$ cat config.mk
export PLATFORM = sky130hd
export DESIGN_NAME = lcd_mode_line_timing
export DESIGN_NICKNAME = d
export VERILOG_FILES = /design/src/design/lmlt_pkg.sv /design/src/design/lcd_mode_line_timing.sv /design/src/design/lmlt_core.sv
export SDC_FILE = /design/constraint.sdc
export NUM_CORES = 1
export LEC_CHECK = 0
export BUFFER_PORTS_ARGS = -buffer_cell sky130_fd_sc_hd__buf_2
export CAP_MARGIN = 30
export CORE_ASPECT_RATIO = 0.6
export CORE_MARGIN = 2
export CORE_UTILIZATION = 55
export DETAILED_ROUTE_END_ITERATION = 8
export PLACE_DENSITY_LB_ADDON = 0.3
export SYNTH_ARGS = -nofsm -noshare
export SYNTH_HDL_FRONTEND = slang
export SYNTH_SLANG_ARGS = --single-unit
$ cat constraint.sdc
create_clock -name clk -period 5.25 [get_ports clk]
set_input_delay 0.7875 -clock clk [delete_from_list [all_inputs] [get_ports clk]]
set_output_delay 0.7875 -clock clk [all_outputs]
set_load 0.03 [all_outputs]
$ cat src/design/lmlt_pkg.sv
`default_nettype none

package lmlt_pkg;

  // phase counters are 11-bit two's complement
  localparam int CNT_W  = 11;
  localparam int LINE_W = 8;
  localparam int CYC_W  = 7;

  typedef logic signed [CNT_W-1:0] cnt_t;
  typedef logic signed [CNT_W:0]   wide_t;
  typedef logic [LINE_W-1:0]       line_t;

  typedef enum logic [1:0] {
    MODE_HBLANK = 2'd0,
    MODE_VBLANK = 2'd1,
    MODE_OAM    = 2'd2,
    MODE_XFER   = 2'd3
  } mode_t;

  typedef struct packed {
    logic [CYC_W-1:0] cycles;
    logic             lcd_enable;
    line_t            line_compare;
    logic             hblank_irq_en;
    logic             vblank_stat_en;
    logic             oam_irq_en;
    logic             match_irq_en;
  } item_t;

  typedef struct packed {
    mode_t mode;
    line_t line;
    logic  coincide;
    logic  vblank_irq;
    logic  stat_irq;
    logic  line_done;
    line_t done_line;
  } res_t;

  // saturate a one-bit-wider sum back into counter range
  function automatic cnt_t sat(input wide_t v);
    cnt_t r;
    if (v[CNT_W] && !v[CNT_W-1]) begin
      r = {1'b1, {(CNT_W-1){1'b0}}};
    end else if (!v[CNT_W] && v[CNT_W-1]) begin
      r = {1'b0, {(CNT_W-1){1'b1}}};
    end else begin
      r = v[CNT_W-1:0];
    end
    return r;
  endfunction

  function automatic wide_t wext(input cnt_t c);
    return {c[CNT_W-1], c};
  endfunction

  function automatic logic expired(input cnt_t c);
    return c[CNT_W-1] || (c == '0);
  endfunction

endpackage

`default_nettype wire

$ cat src/design/lcd_mode_line_timing.sv
// An accepted input beat passes the input register, then the result register
//   behind the update logic, before its result beat appears.
// Throughput: one beat per cycle unless stalled; update is a few adds and compares.
// Reset (rst_n low, synchronous): pipeline empties, mode and line go to 0,
//   phase counters reload their full lengths.
`default_nettype none

module lcd_mode_line_timing #(
  parameter int HBLANK_CYCLES = 204,
  parameter int OAM_CYCLES    = 80,
  parameter int XFER_CYCLES   = 172,
  parameter int LINE_CYCLES   = 456,
  parameter int VISIBLE_LINES = 144,
  parameter int TOTAL_LINES   = 154
) (
  input  wire logic       clk,
  input  wire logic       rst_n,
  input  wire logic       in_valid,
  output logic            in_stall,
  input  wire logic [6:0] in_cycles,
  input  wire logic       in_lcd_enable,
  input  wire logic [7:0] in_line_compare,
  input  wire logic       in_hblank_irq_en,
  input  wire logic       in_vblank_stat_en,
  input  wire logic       in_oam_irq_en,
  input  wire logic       in_match_irq_en,
  output logic            out_valid,
  input  wire logic       out_stall,
  output logic [1:0]      out_mode,
  output logic [7:0]      out_line,
  output logic            out_coincide,
  output logic            out_vblank_irq,
  output logic            out_stat_irq,
  output logic            out_line_done,
  output logic [7:0]      out_done_line
);

  logic            in_vld_r;
  lmlt_pkg::item_t item_r;
  logic            out_vld_r;
  lmlt_pkg::res_t  res_r;
  lmlt_pkg::res_t  res_nxt;
  logic            blocked;
  logic            step;

  assign blocked  = out_vld_r && out_stall;
  assign step     = in_vld_r && !blocked;
  assign in_stall = in_vld_r && blocked;

  always_ff @(posedge clk) begin
    if (!rst_n) begin
      in_vld_r <= 1'b0;
    end else if (!in_stall) begin
      in_vld_r <= in_valid;
    end
  end

  always_ff @(posedge clk) begin
    if (in_valid && !in_stall) begin
      item_r.cycles         <= in_cycles;
      item_r.lcd_enable     <= in_lcd_enable;
      item_r.line_compare   <= in_line_compare;
      item_r.hblank_irq_en  <= in_hblank_irq_en;
      item_r.vblank_stat_en <= in_vblank_stat_en;
      item_r.oam_irq_en     <= in_oam_irq_en;
      item_r.match_irq_en   <= in_match_irq_en;
    end
  end

  lmlt_core #(
    .HBLANK_CYCLES(HBLANK_CYCLES),
    .OAM_CYCLES   (OAM_CYCLES),
    .XFER_CYCLES  (XFER_CYCLES),
    .LINE_CYCLES  (LINE_CYCLES),
    .VISIBLE_LINES(VISIBLE_LINES),
    .TOTAL_LINES  (TOTAL_LINES)
  ) u_core (
    .clk  (clk),
    .rst_n(rst_n),
    .step (step),
    .item (item_r),
    .res  (res_nxt)
  );

  // result beat holds while the consumer stalls
  always_ff @(posedge clk) begin
    if (!rst_n) begin
      out_vld_r <= 1'b0;
    end else if (!blocked) begin
      out_vld_r <= in_vld_r;
    end
  end

  always_ff @(posedge clk) begin
    if (step) begin
      res_r <= res_nxt;
    end
  end

  assign out_valid      = out_vld_r;
  assign out_mode       = res_r.mode;
  assign out_line       = res_r.line;
  assign out_coincide   = res_r.coincide;
  assign out_vblank_irq = res_r.vblank_irq;
  assign out_stat_irq   = res_r.stat_irq;
  assign out_line_done  = res_r.line_done;
  assign out_done_line  = res_r.done_line;

endmodule

`default_nettype wire

$ cat src/design/lmlt_core.sv
`default_nettype none

module lmlt_core #(
  parameter int HBLANK_CYCLES = 204,
  parameter int OAM_CYCLES    = 80,
  parameter int XFER_CYCLES   = 172,
  parameter int LINE_CYCLES   = 456,
  parameter int VISIBLE_LINES = 144,
  parameter int TOTAL_LINES   = 154
) (
  input  wire logic           clk,
  input  wire logic           rst_n,
  input  wire logic           step,
  input  wire lmlt_pkg::item_t item,
  output lmlt_pkg::res_t      res
);

  localparam lmlt_pkg::cnt_t HB_INIT   = lmlt_pkg::CNT_W'(HBLANK_CYCLES);
  localparam lmlt_pkg::cnt_t OAM_INIT  = lmlt_pkg::CNT_W'(OAM_CYCLES);
  localparam lmlt_pkg::cnt_t XFER_INIT = lmlt_pkg::CNT_W'(XFER_CYCLES);
  localparam lmlt_pkg::cnt_t LINE_INIT = lmlt_pkg::CNT_W'(LINE_CYCLES);
  localparam lmlt_pkg::line_t VIS_LN   = lmlt_pkg::LINE_W'(VISIBLE_LINES);
  localparam lmlt_pkg::line_t TOT_LN   = lmlt_pkg::LINE_W'(TOTAL_LINES);

  lmlt_pkg::mode_t mode_r, mode_nxt;
  lmlt_pkg::line_t line_r, line_nxt;
  logic            match_r, match_nxt;
  lmlt_pkg::cnt_t  hb_r, hb_nxt;
  lmlt_pkg::cnt_t  oam_r, oam_nxt;
  lmlt_pkg::cnt_t  xfer_r, xfer_nxt;
  lmlt_pkg::cnt_t  ll_r, ll_nxt;

  lmlt_pkg::wide_t cyc_w;
  logic            vbl, stat, done;
  lmlt_pkg::line_t done_ln;

  always_comb begin
    cyc_w     = {{(lmlt_pkg::CNT_W + 1 - lmlt_pkg::CYC_W){1'b0}}, item.cycles};
    mode_nxt  = mode_r;
    line_nxt  = line_r;
    match_nxt = match_r;
    hb_nxt    = hb_r;
    oam_nxt   = oam_r;
    xfer_nxt  = xfer_r;
    ll_nxt    = ll_r;
    vbl       = 1'b0;
    stat      = 1'b0;
    done      = 1'b0;
    done_ln   = '0;

    if (!item.lcd_enable) begin
      mode_nxt  = lmlt_pkg::MODE_HBLANK;
      line_nxt  = '0;
      match_nxt = 1'b0;
      hb_nxt    = HB_INIT;
      oam_nxt   = OAM_INIT;
      xfer_nxt  = XFER_INIT;
      ll_nxt    = LINE_INIT;
    end else begin
      case (mode_r)
        lmlt_pkg::MODE_OAM: begin
          oam_nxt = lmlt_pkg::sat(lmlt_pkg::wext(oam_r) - cyc_w);
          if (lmlt_pkg::expired(oam_nxt)) begin
            xfer_nxt = lmlt_pkg::sat(lmlt_pkg::wext(xfer_r) + lmlt_pkg::wext(oam_nxt));
            oam_nxt  = OAM_INIT;
            mode_nxt = lmlt_pkg::MODE_XFER;
          end
        end
        lmlt_pkg::MODE_XFER: begin
          xfer_nxt = lmlt_pkg::sat(lmlt_pkg::wext(xfer_r) - cyc_w);
          if (lmlt_pkg::expired(xfer_nxt)) begin
            hb_nxt   = lmlt_pkg::sat(lmlt_pkg::wext(hb_r) + lmlt_pkg::wext(xfer_nxt));
            xfer_nxt = XFER_INIT;
            mode_nxt = lmlt_pkg::MODE_HBLANK;
            if (line_r < VIS_LN) begin
              done    = 1'b1;
              done_ln = line_r;
            end
            stat = item.hblank_irq_en;
          end
        end
        lmlt_pkg::MODE_HBLANK: begin
          hb_nxt = lmlt_pkg::sat(lmlt_pkg::wext(hb_r) - cyc_w);
          if (lmlt_pkg::expired(hb_nxt) && (line_r < VIS_LN)) begin
            oam_nxt  = lmlt_pkg::sat(lmlt_pkg::wext(oam_r) + lmlt_pkg::wext(hb_nxt));
            hb_nxt   = HB_INIT;
            mode_nxt = lmlt_pkg::MODE_OAM;
            stat     = item.oam_irq_en;
          end
        end
        default: begin
          // vertical blank ends only once the line counter has wrapped
          if (line_r == '0) begin
            mode_nxt = lmlt_pkg::MODE_OAM;
            stat     = item.oam_irq_en;
          end
        end
      endcase

      ll_nxt = lmlt_pkg::sat(lmlt_pkg::wext(ll_r) - cyc_w);
      if (lmlt_pkg::expired(ll_nxt)) begin
        ll_nxt = lmlt_pkg::sat(lmlt_pkg::wext(ll_nxt) + lmlt_pkg::wext(LINE_INIT));
        if (item.line_compare == line_r) begin
          match_nxt = 1'b1;
          stat      = stat | item.match_irq_en;
        end else begin
          match_nxt = 1'b0;
        end
        line_nxt = line_r + lmlt_pkg::LINE_W'(1);
        if (line_nxt == TOT_LN) begin
          line_nxt = '0;
        end
      end

      if ((line_nxt == VIS_LN) && (mode_r != lmlt_pkg::MODE_VBLANK)) begin
        hb_nxt   = HB_INIT;
        mode_nxt = lmlt_pkg::MODE_VBLANK;
        vbl      = 1'b1;
        stat     = stat | item.vblank_stat_en;
      end
    end

    res.mode       = mode_nxt;
    res.line       = line_nxt;
    res.coincide   = match_nxt;
    res.vblank_irq = vbl;
    res.stat_irq   = stat;
    res.line_done  = done;
    res.done_line  = done_ln;
  end

  always_ff @(posedge clk) begin
    if (!rst_n) begin
      mode_r  <= lmlt_pkg::MODE_HBLANK;
      line_r  <= '0;
      match_r <= 1'b0;
      hb_r    <= HB_INIT;
      oam_r   <= OAM_INIT;
      xfer_r  <= XFER_INIT;
      ll_r    <= LINE_INIT;
    end else if (step) begin
      mode_r  <= mode_nxt;
      line_r  <= line_nxt;
      match_r <= match_nxt;
      hb_r    <= hb_nxt;
      oam_r   <= oam_nxt;
      xfer_r  <= xfer_nxt;
      ll_r    <= ll_nxt;
    end
  end

endmodule

`default_nettype wire
== Word level (Yosys, flattened, before mapping) ==
Index checks and enable logic that the tools add are counted.
Storage, ports and cells
  register bits: 99
  word-level logic and storage cells: 165
Operators by class
  bitwise logic cells: 2
  eq/ne operators: 12
  reductions and logical operators: 55
  muxes and demuxes: 63
  magnitude comparators: 1
  add/sub/neg operators: 9
Operators with widths (count)
  $mux W11: 35
  $pmux W11 S2: 3
  $sub A11 B8 Y12: 4
  $logic_not A11 Y1: 4
  $add A11 B11 Y12: 3
  $mux W8: 4
  $logic_and A1 B1 Y1: 22
  $logic_not A1 Y1: 18
  $eq A8 B8 Y1 const B: 2
  $mux W1: 13
  $add A11 B10 Y12 const B: 1
  $mux W2: 6
  $reduce_and A3 Y1: 4
  $add A8 B1 Y8 const B: 1
  $eq A8 B8 Y1: 1
  $logic_not A8 Y1: 1
  $lt A8 B8 Y1 const B: 1
  $ne A3 B1 Y1 const B: 2
  $ne A3 B2 Y1 const B: 2
  $pmux W2 S3: 1
  $eq A2 B2 Y1 const B: 2
  $logic_or A1 B1 Y1: 4
  $ne A4 B1 Y1 const B: 1
  $ne A4 B2 Y1 const B: 1
  5 further kinds: 6

== Logic depth before layout (Yosys ltp) ==
  depth in word-level cells: 19
  gate-level depth with buffers: 24
  gate-level depth less buffers: 22

== Modules after synthesis ==
A second synthesis with hierarchy kept.
Unflattened totals
  cells, all modules: 1058
  area, all modules: 8689.6 um^2
Modules (own cells, without submodules)
  lmlt_core: sequential area each 1101.1 um^2, times used 1, area an instance 7344.5 um^2, cells each 1008
  lcd_mode_line_timing: sequential area each 1301.2 um^2, times used 1, area an instance 1345.0 um^2, cells each 50

== Worst setup path after synthesis ==
No wires, ideal clock.
  path type: register -> register
  from: reg item_r[13] in the netlist's numbering
  to: reg u_core.hb_r[9]
  arrival time: 4.959 ns
  path slack: 0.174 ns
  cell stages (with the launch flop): 24
  clock period less this slack: 5.076 ns
  required time: 5.133 ns
  path through: edfxtp_1 > ha_1 > inv_1 > fa_1 > a211oi_1 > o21ai_0 > and2_1 > clkbuf_1 > a31o_2 > buf_2 > nor2_1 > ha_1 > fa_1 > a21o_1 > a21oi_1 > o21ai_0 > o41a_1 > a21o_1 > a21o_1 > xor2_1 > clkbuf_1 > maj3_1 > o21a_1 > a22o_1
Between the ends
  longest elaborated chain between the ends: 16
Ends and longest elaborated chain
  from (decl): RTL line lcd_mode_line_timing.sv:39  | lmlt_pkg::item_t item_r;
  $sub A11 B8 Y12: RTL line lmlt_core.sv:70  | xfer_nxt = lmlt_pkg::sat(lmlt_pkg::wext(xfer_r) - cyc_w);
  $logic_not A1 Y1: RTL line lmlt_pkg.sv:46  | end else if (!v[CNT_W] && v[CNT_W-1]) begin
  $logic_and A1 B1 Y1: RTL line lmlt_pkg.sv:46
  $mux W11: RTL line lmlt_pkg.sv:46
  $mux W11: RTL line lmlt_pkg.sv:44  | if (v[CNT_W] && !v[CNT_W-1]) begin
  $mux W11: RTL line lmlt_core.sv:60  | case (mode_r)
  $mux W11: RTL line lmlt_core.sv:51  | if (!item.lcd_enable) begin
  $add A11 B11 Y12: RTL line lmlt_core.sv:72  | hb_nxt = lmlt_pkg::sat(lmlt_pkg::wext(hb_r) + lmlt_pkg::wext(xfer_nxt));
  $logic_not A1 Y1: RTL line lmlt_pkg.sv:46
  $logic_and A1 B1 Y1: RTL line lmlt_pkg.sv:46
  $mux W11: RTL line lmlt_pkg.sv:46
  $mux W11: RTL line lmlt_pkg.sv:44
  $mux W11: RTL line lmlt_core.sv:71  | if (lmlt_pkg::expired(xfer_nxt)) begin
  $pmux W11 S2: RTL line lmlt_core.sv:60
  $mux W11: RTL line lmlt_core.sv:115  | if ((line_nxt == VIS_LN) && (mode_r != lmlt_pkg::MODE_VBLANK)) begin
  $mux W11: RTL line lmlt_core.sv:51
  to (signal assigned): RTL line lmlt_core.sv:145  | hb_r <= hb_nxt;
  to (decl): RTL line lmlt_core.sv:28  | lmlt_pkg::cnt_t hb_r, hb_nxt;
Parallel ways exist; a longest one is shown, timed or not. The select of a mux whose other input is x is not followed.
A chain may end at the register's enable or synchronous reset.

== Worst setup path after layout ==
  from: reg u_core.hb_r[0]
  to: reg u_core.oam_r[6]
Between the ends
  longest elaborated chain between the ends: 15
Ends and longest elaborated chain
  $sub A11 B8 Y12 (*): RTL line lmlt_core.sv:83  | hb_nxt = lmlt_pkg::sat(lmlt_pkg::wext(hb_r) - cyc_w);
  $logic_not A1 Y1: RTL line lmlt_pkg.sv:46
  $logic_and A1 B1 Y1: RTL line lmlt_pkg.sv:46
  $mux W11: RTL line lmlt_pkg.sv:46
  $mux W11 (*): RTL line lmlt_pkg.sv:44
  $mux W11 (*): RTL line lmlt_core.sv:60
  $mux W11 (*): RTL line lmlt_core.sv:51
  $add A11 B11 Y12: RTL line lmlt_core.sv:85  | oam_nxt = lmlt_pkg::sat(lmlt_pkg::wext(oam_r) + lmlt_pkg::wext(hb_nxt));
  $logic_not A1 Y1: RTL line lmlt_pkg.sv:46
  $logic_and A1 B1 Y1: RTL line lmlt_pkg.sv:46
  $mux W11: RTL line lmlt_pkg.sv:46
  $mux W11: RTL line lmlt_pkg.sv:44
  $mux W11: RTL line lmlt_core.sv:84  | if (lmlt_pkg::expired(hb_nxt) && (line_r < VIS_LN)) begin
  $pmux W11 S2: RTL line lmlt_core.sv:60
  $mux W11: RTL line lmlt_core.sv:51
  to (signal assigned): RTL line lmlt_core.sv:146  | oam_r <= oam_nxt;
  to (decl): RTL line lmlt_core.sv:29  | lmlt_pkg::cnt_t oam_r, oam_nxt;
Every way passes the cells marked *; elsewhere a longest branch is shown, timed or not. The select of a mux whose other input is x is not followed.

==> flow_summary_export.csv <==
group,metric,value,unit
run_status,status,"finished clean",
flow_run,max_cap_viol_count,0,
finish,nNetsFinal,1225,
setup_path,crit_path_start_kind,"flop",
die,core-area,0.01546,mm²
finish,layout-drive-gt1-share,0.1336,
sta,finClkSkew,0.01021,ns
sta,slew_viol_final,0,
placed_design,dp_hpwl,21.14,mm
synth,synth_area,0.008776,mm²
route,viasPerCell,6.632,
clock_tree,tritoncts,"done",
finish,syn2layout_area_growth,10.99,%
sta,setup_viol,0,
placed_design,dp_slack,-0.04911,ns
route,remaining_drc_errors,0,
synth,synth-xor-area-share,0.05689,
synth,ys.flop_type,"dfxtp_1",
placed_design,io_buffer_count,47,
setup_path,critPathBufInv,3,
setup_path,cp_cell_sequence,"inv_1 -> ha_1 -> inv_1 -> fa_1 -> a211oi_2 -> or2_2 -> o2111ai_1 -> or3b_2 -> nor2_2 -> nor2_1 -> nor2_2 -> ha_1 -> o21a_1 -> a2111oi_2 -> buf_4 -> nor3_1 -> o31a_1 -> or2_2 -> nand2_1 -> a32oi_1 -> nor3_1 -> o21ai_0",
synth,syn-num-nets,1174,
die,die_y,101.8,µm
sta,max_slew_margin,0.3693,
die,die_area,0.01702,mm²
power_and_ir_drop,power.density,240.5,mW/mm²
die,io_pins,48,
clock_tree,hold_buffers,0,
die,die_x,167.1,µm
finish,multi_input_area,0.006072,mm²
synth,netlist_instances,1074,
route,routed_wl,27.47,mm
clock_tree,insertion_delay,0.36,ns
placed_design,place.gp.congestion,1.031,
setup_path,required,5.46,ns
die,start_util,0.5677,
sta,finalCritPeriodShare,0.9646,
power_and_ir_drop,max-vdd-ir-drop,0.0001560,V
sta,min_period,5.064,ns
clock_tree,clkSlewWorstSetupHoldPaths,0.08,ns
synth,yosys.area_share.simple,0.2170,
synth,synth-compound-area-share,0.2777,
global_route,grt_pass1_vias,7824,
synth,synth_edf_count,42,
route,drtIter0Drc,1398,
synth,synthAdderAreaFrac,0.1246,
finish,fillCellCount,1354,
clock_tree,ctsRootBufferMaster,"clkbuf_16",
synth,avgSynthCellArea,8.171,µm²
global_route,antenna_found_initial,0,
clock_tree,cts.sinks,99,
sta,layout_setup_ws,0.1860,ns
setup_path,critPathTopFamily,"simple AND/OR/NAND/NOR gates",
route,wire_per_inst,20.60,µm
synth,synth_top_family_by_area,"compound AO/OA/AOI/OAI gates",
setup_path,crit_type,"reg2reg",
setup_path,slowest_stage,"or3b_2",
synth,synth-seq-area-share,0.2737,
synth,ys_warn_count,0,
synth,ys_ff_latch,99,
setup_path,arrival,5.27,ns
clock_tree,htreeDepth,3,
route,ant_nets,0,
finish,seqCellArea,0.002402,mm²
finish,antenna_cells,0,
sta,whs,0.4725,ns
route,num_vias,8841,
sta,max_freq,197.5,MHz
global_route,grt_pass1_wl,42.79,mm
synth,synth.distinct_cells,84,
global_route,globalRouteTotalUtil,0.3217,
global_route,grt_max_degree,30,
synth,synthArstFlopShare,0,
route,first_pass_iters,6,
global_route,overflow,0,
hold_path,hold_class,"reg2reg",
power_and_ir_drop,power,0.002342,W
setup_path,crit_fanout,5,
die,row_count,35,
setup_path,end_kind,"flop",
clock_tree,clock_path_buffers,2,
power_and_ir_drop,p_leak,3.955,nW
clock_tree,numCtsBuffers,9,
synth,synth.area.mux_share,0.006986,
sta,hold_violations,0,
sta,worstMarginPinSlew,0.9450,ns
setup_path,max_stage_delay,0.56,ns
==> tightest hold or removal path: cells and delay by family, from the launching register on <==
family | cells | cell delay [ns]
AO/OA/AOI/OAI | 1 | 0.05
flip-flops | 1 | 0.33
AND/OR/NAND/NOR | 1 | 0.06
==> layer usage <==
metal  track usage  part of all wire  up-vias
met5             0                 0        -
met4       0.05769             0.011        0
met3       0.09605              0.15       35
met2        0.4141              0.37      550
met1        0.5172              0.47     4130
li1              -                 -     4126
==> state kept, by name, indices dropped and copies added, names as in the netlist, 2 cells and up <==
| signal | cells |
|---|---|
| out_line | 8 |
| out_mode | 2 |
| u_core.hb_r | 11 |
| u_core.line_r | 8 |
| out_done_line | 8 |
| u_core.oam_r | 11 |
| u_core.mode_r | 2 |
| u_core.xfer_r | 11 |
| item_r | 20 |
| u_core.ll_r | 11 |
==> power breakdown <==
| group | total (W) | internal, W | switching [W] | leakage [nW] |
|---|---|---|---|---|
| sequential | 0.000849 | 0.000827 | 0.0000217 | 0.864 |
| combinational | 0.000798 | 0.000312 | 0.000486 | 2.94 |
| clock | 0.000695 | 0.000340 | 0.000355 | 0.148 |
| total | 0.00234 | 0.00148 | 0.000863 | 3.96 |
==> cells in the final DEF, fill, tap and decap left out, types with 19 or more instances in the layout <==
| master | synthesis | final |
|---|---|---|
| nand3_1 | 25 | 25 |
| dfxtp_1 | 57 | 57 |
| nor2_1 | 105 | 102 |
| a21oi_1 | 76 | 74 |
| ha_1 | 69 | 67 |
| buf_4 | 0 | 35 |
| o21ai_0 | 72 | 67 |
| nor3_1 | 37 | 37 |
| nand2_1 | 91 | 91 |
| o21a_1 | 20 | 19 |
| xnor2_1 | 37 | 37 |
| buf_2 | 5 | 47 |
| edfxtp_1 | 42 | 42 |
| inv_1 | 52 | 51 |
| xor2_1 | 20 | 20 |
==> cell type report <==
class	count	share of cell area
Clock buffer	9	0.02312
Tap cell	203	0.02608
Clock inverter	7	0.008092
Timing Repair Buffer	83	0.05267
Inverter	52	0.02004
Sequential cell	99	0.2466
Multi-Input combinational cell	880	0.6234
==> path summary, 6_finish.rpt <==
path / from / endpoint / slack [ns] / cells past startpoint
worst max-delay path: u_core.hb_r[0]$_SDFFE_PN0P_ / u_core.oam_r[6]$_SDFFE_PN1P_ / 0.19 / 22
worst min-delay path: u_core.ll_r[5]$_SDFFE_PN0P_ / u_core.ll_r[5]$_SDFFE_PN0P_ / 0.47 / 2
worst max register to register: u_core.hb_r[0]$_SDFFE_PN0P_ / u_core.oam_r[6]$_SDFFE_PN1P_ / 0.19 / 22
worst min register to register: u_core.ll_r[5]$_SDFFE_PN0P_ / u_core.ll_r[5]$_SDFFE_PN0P_ / 0.47 / 2
==> through the flow <==
step	setup TNS, ns	area [µm²]	instances	utilization
finish	0	9741	1333	0.6301
global route	-0.06112	9741	1333	0.6301
CTS	0	9667	1333	0.6253
detailed placement	-0.1278	9363	1317	0.6057
global placement	0	9348	1316	0.6047
floorplan	0	8776	1074	-
==> cells by family after synthesis <==
logic type	Yosys count
flops	99
simple gates	383
buf+inv	95
fa+ha+maj	85
compound gates	349
mux	6
xor+xnor	57
==> repair_timing <==
action | in CTS | in global routing
endpoints found under the setup margin | 5 | 31
buffers inserted | 0 | 0
pin swaps | 0 | 2
gates resized for setup | 1 | 25
==> synth_stat cells, types with 25 or more instances <==
master | count | area, µm²
xnor2_1 | 37 | 324.1
inv_1 | 52 | 195.2
nor3_1 | 37 | 185.2
ha_1 | 69 | 863.3
nor2_1 | 105 | 394.1
clkbuf_1 | 34 | 127.6
a21oi_1 | 76 | 380.4
nand2_1 | 91 | 341.6
edfxtp_1 | 42 | 1261
dfxtp_1 | 57 | 1141
o21ai_0 | 72 | 360.4
nand3_1 | 25 | 125.1
No activity file was read; power rests on OpenSTA's default activity.
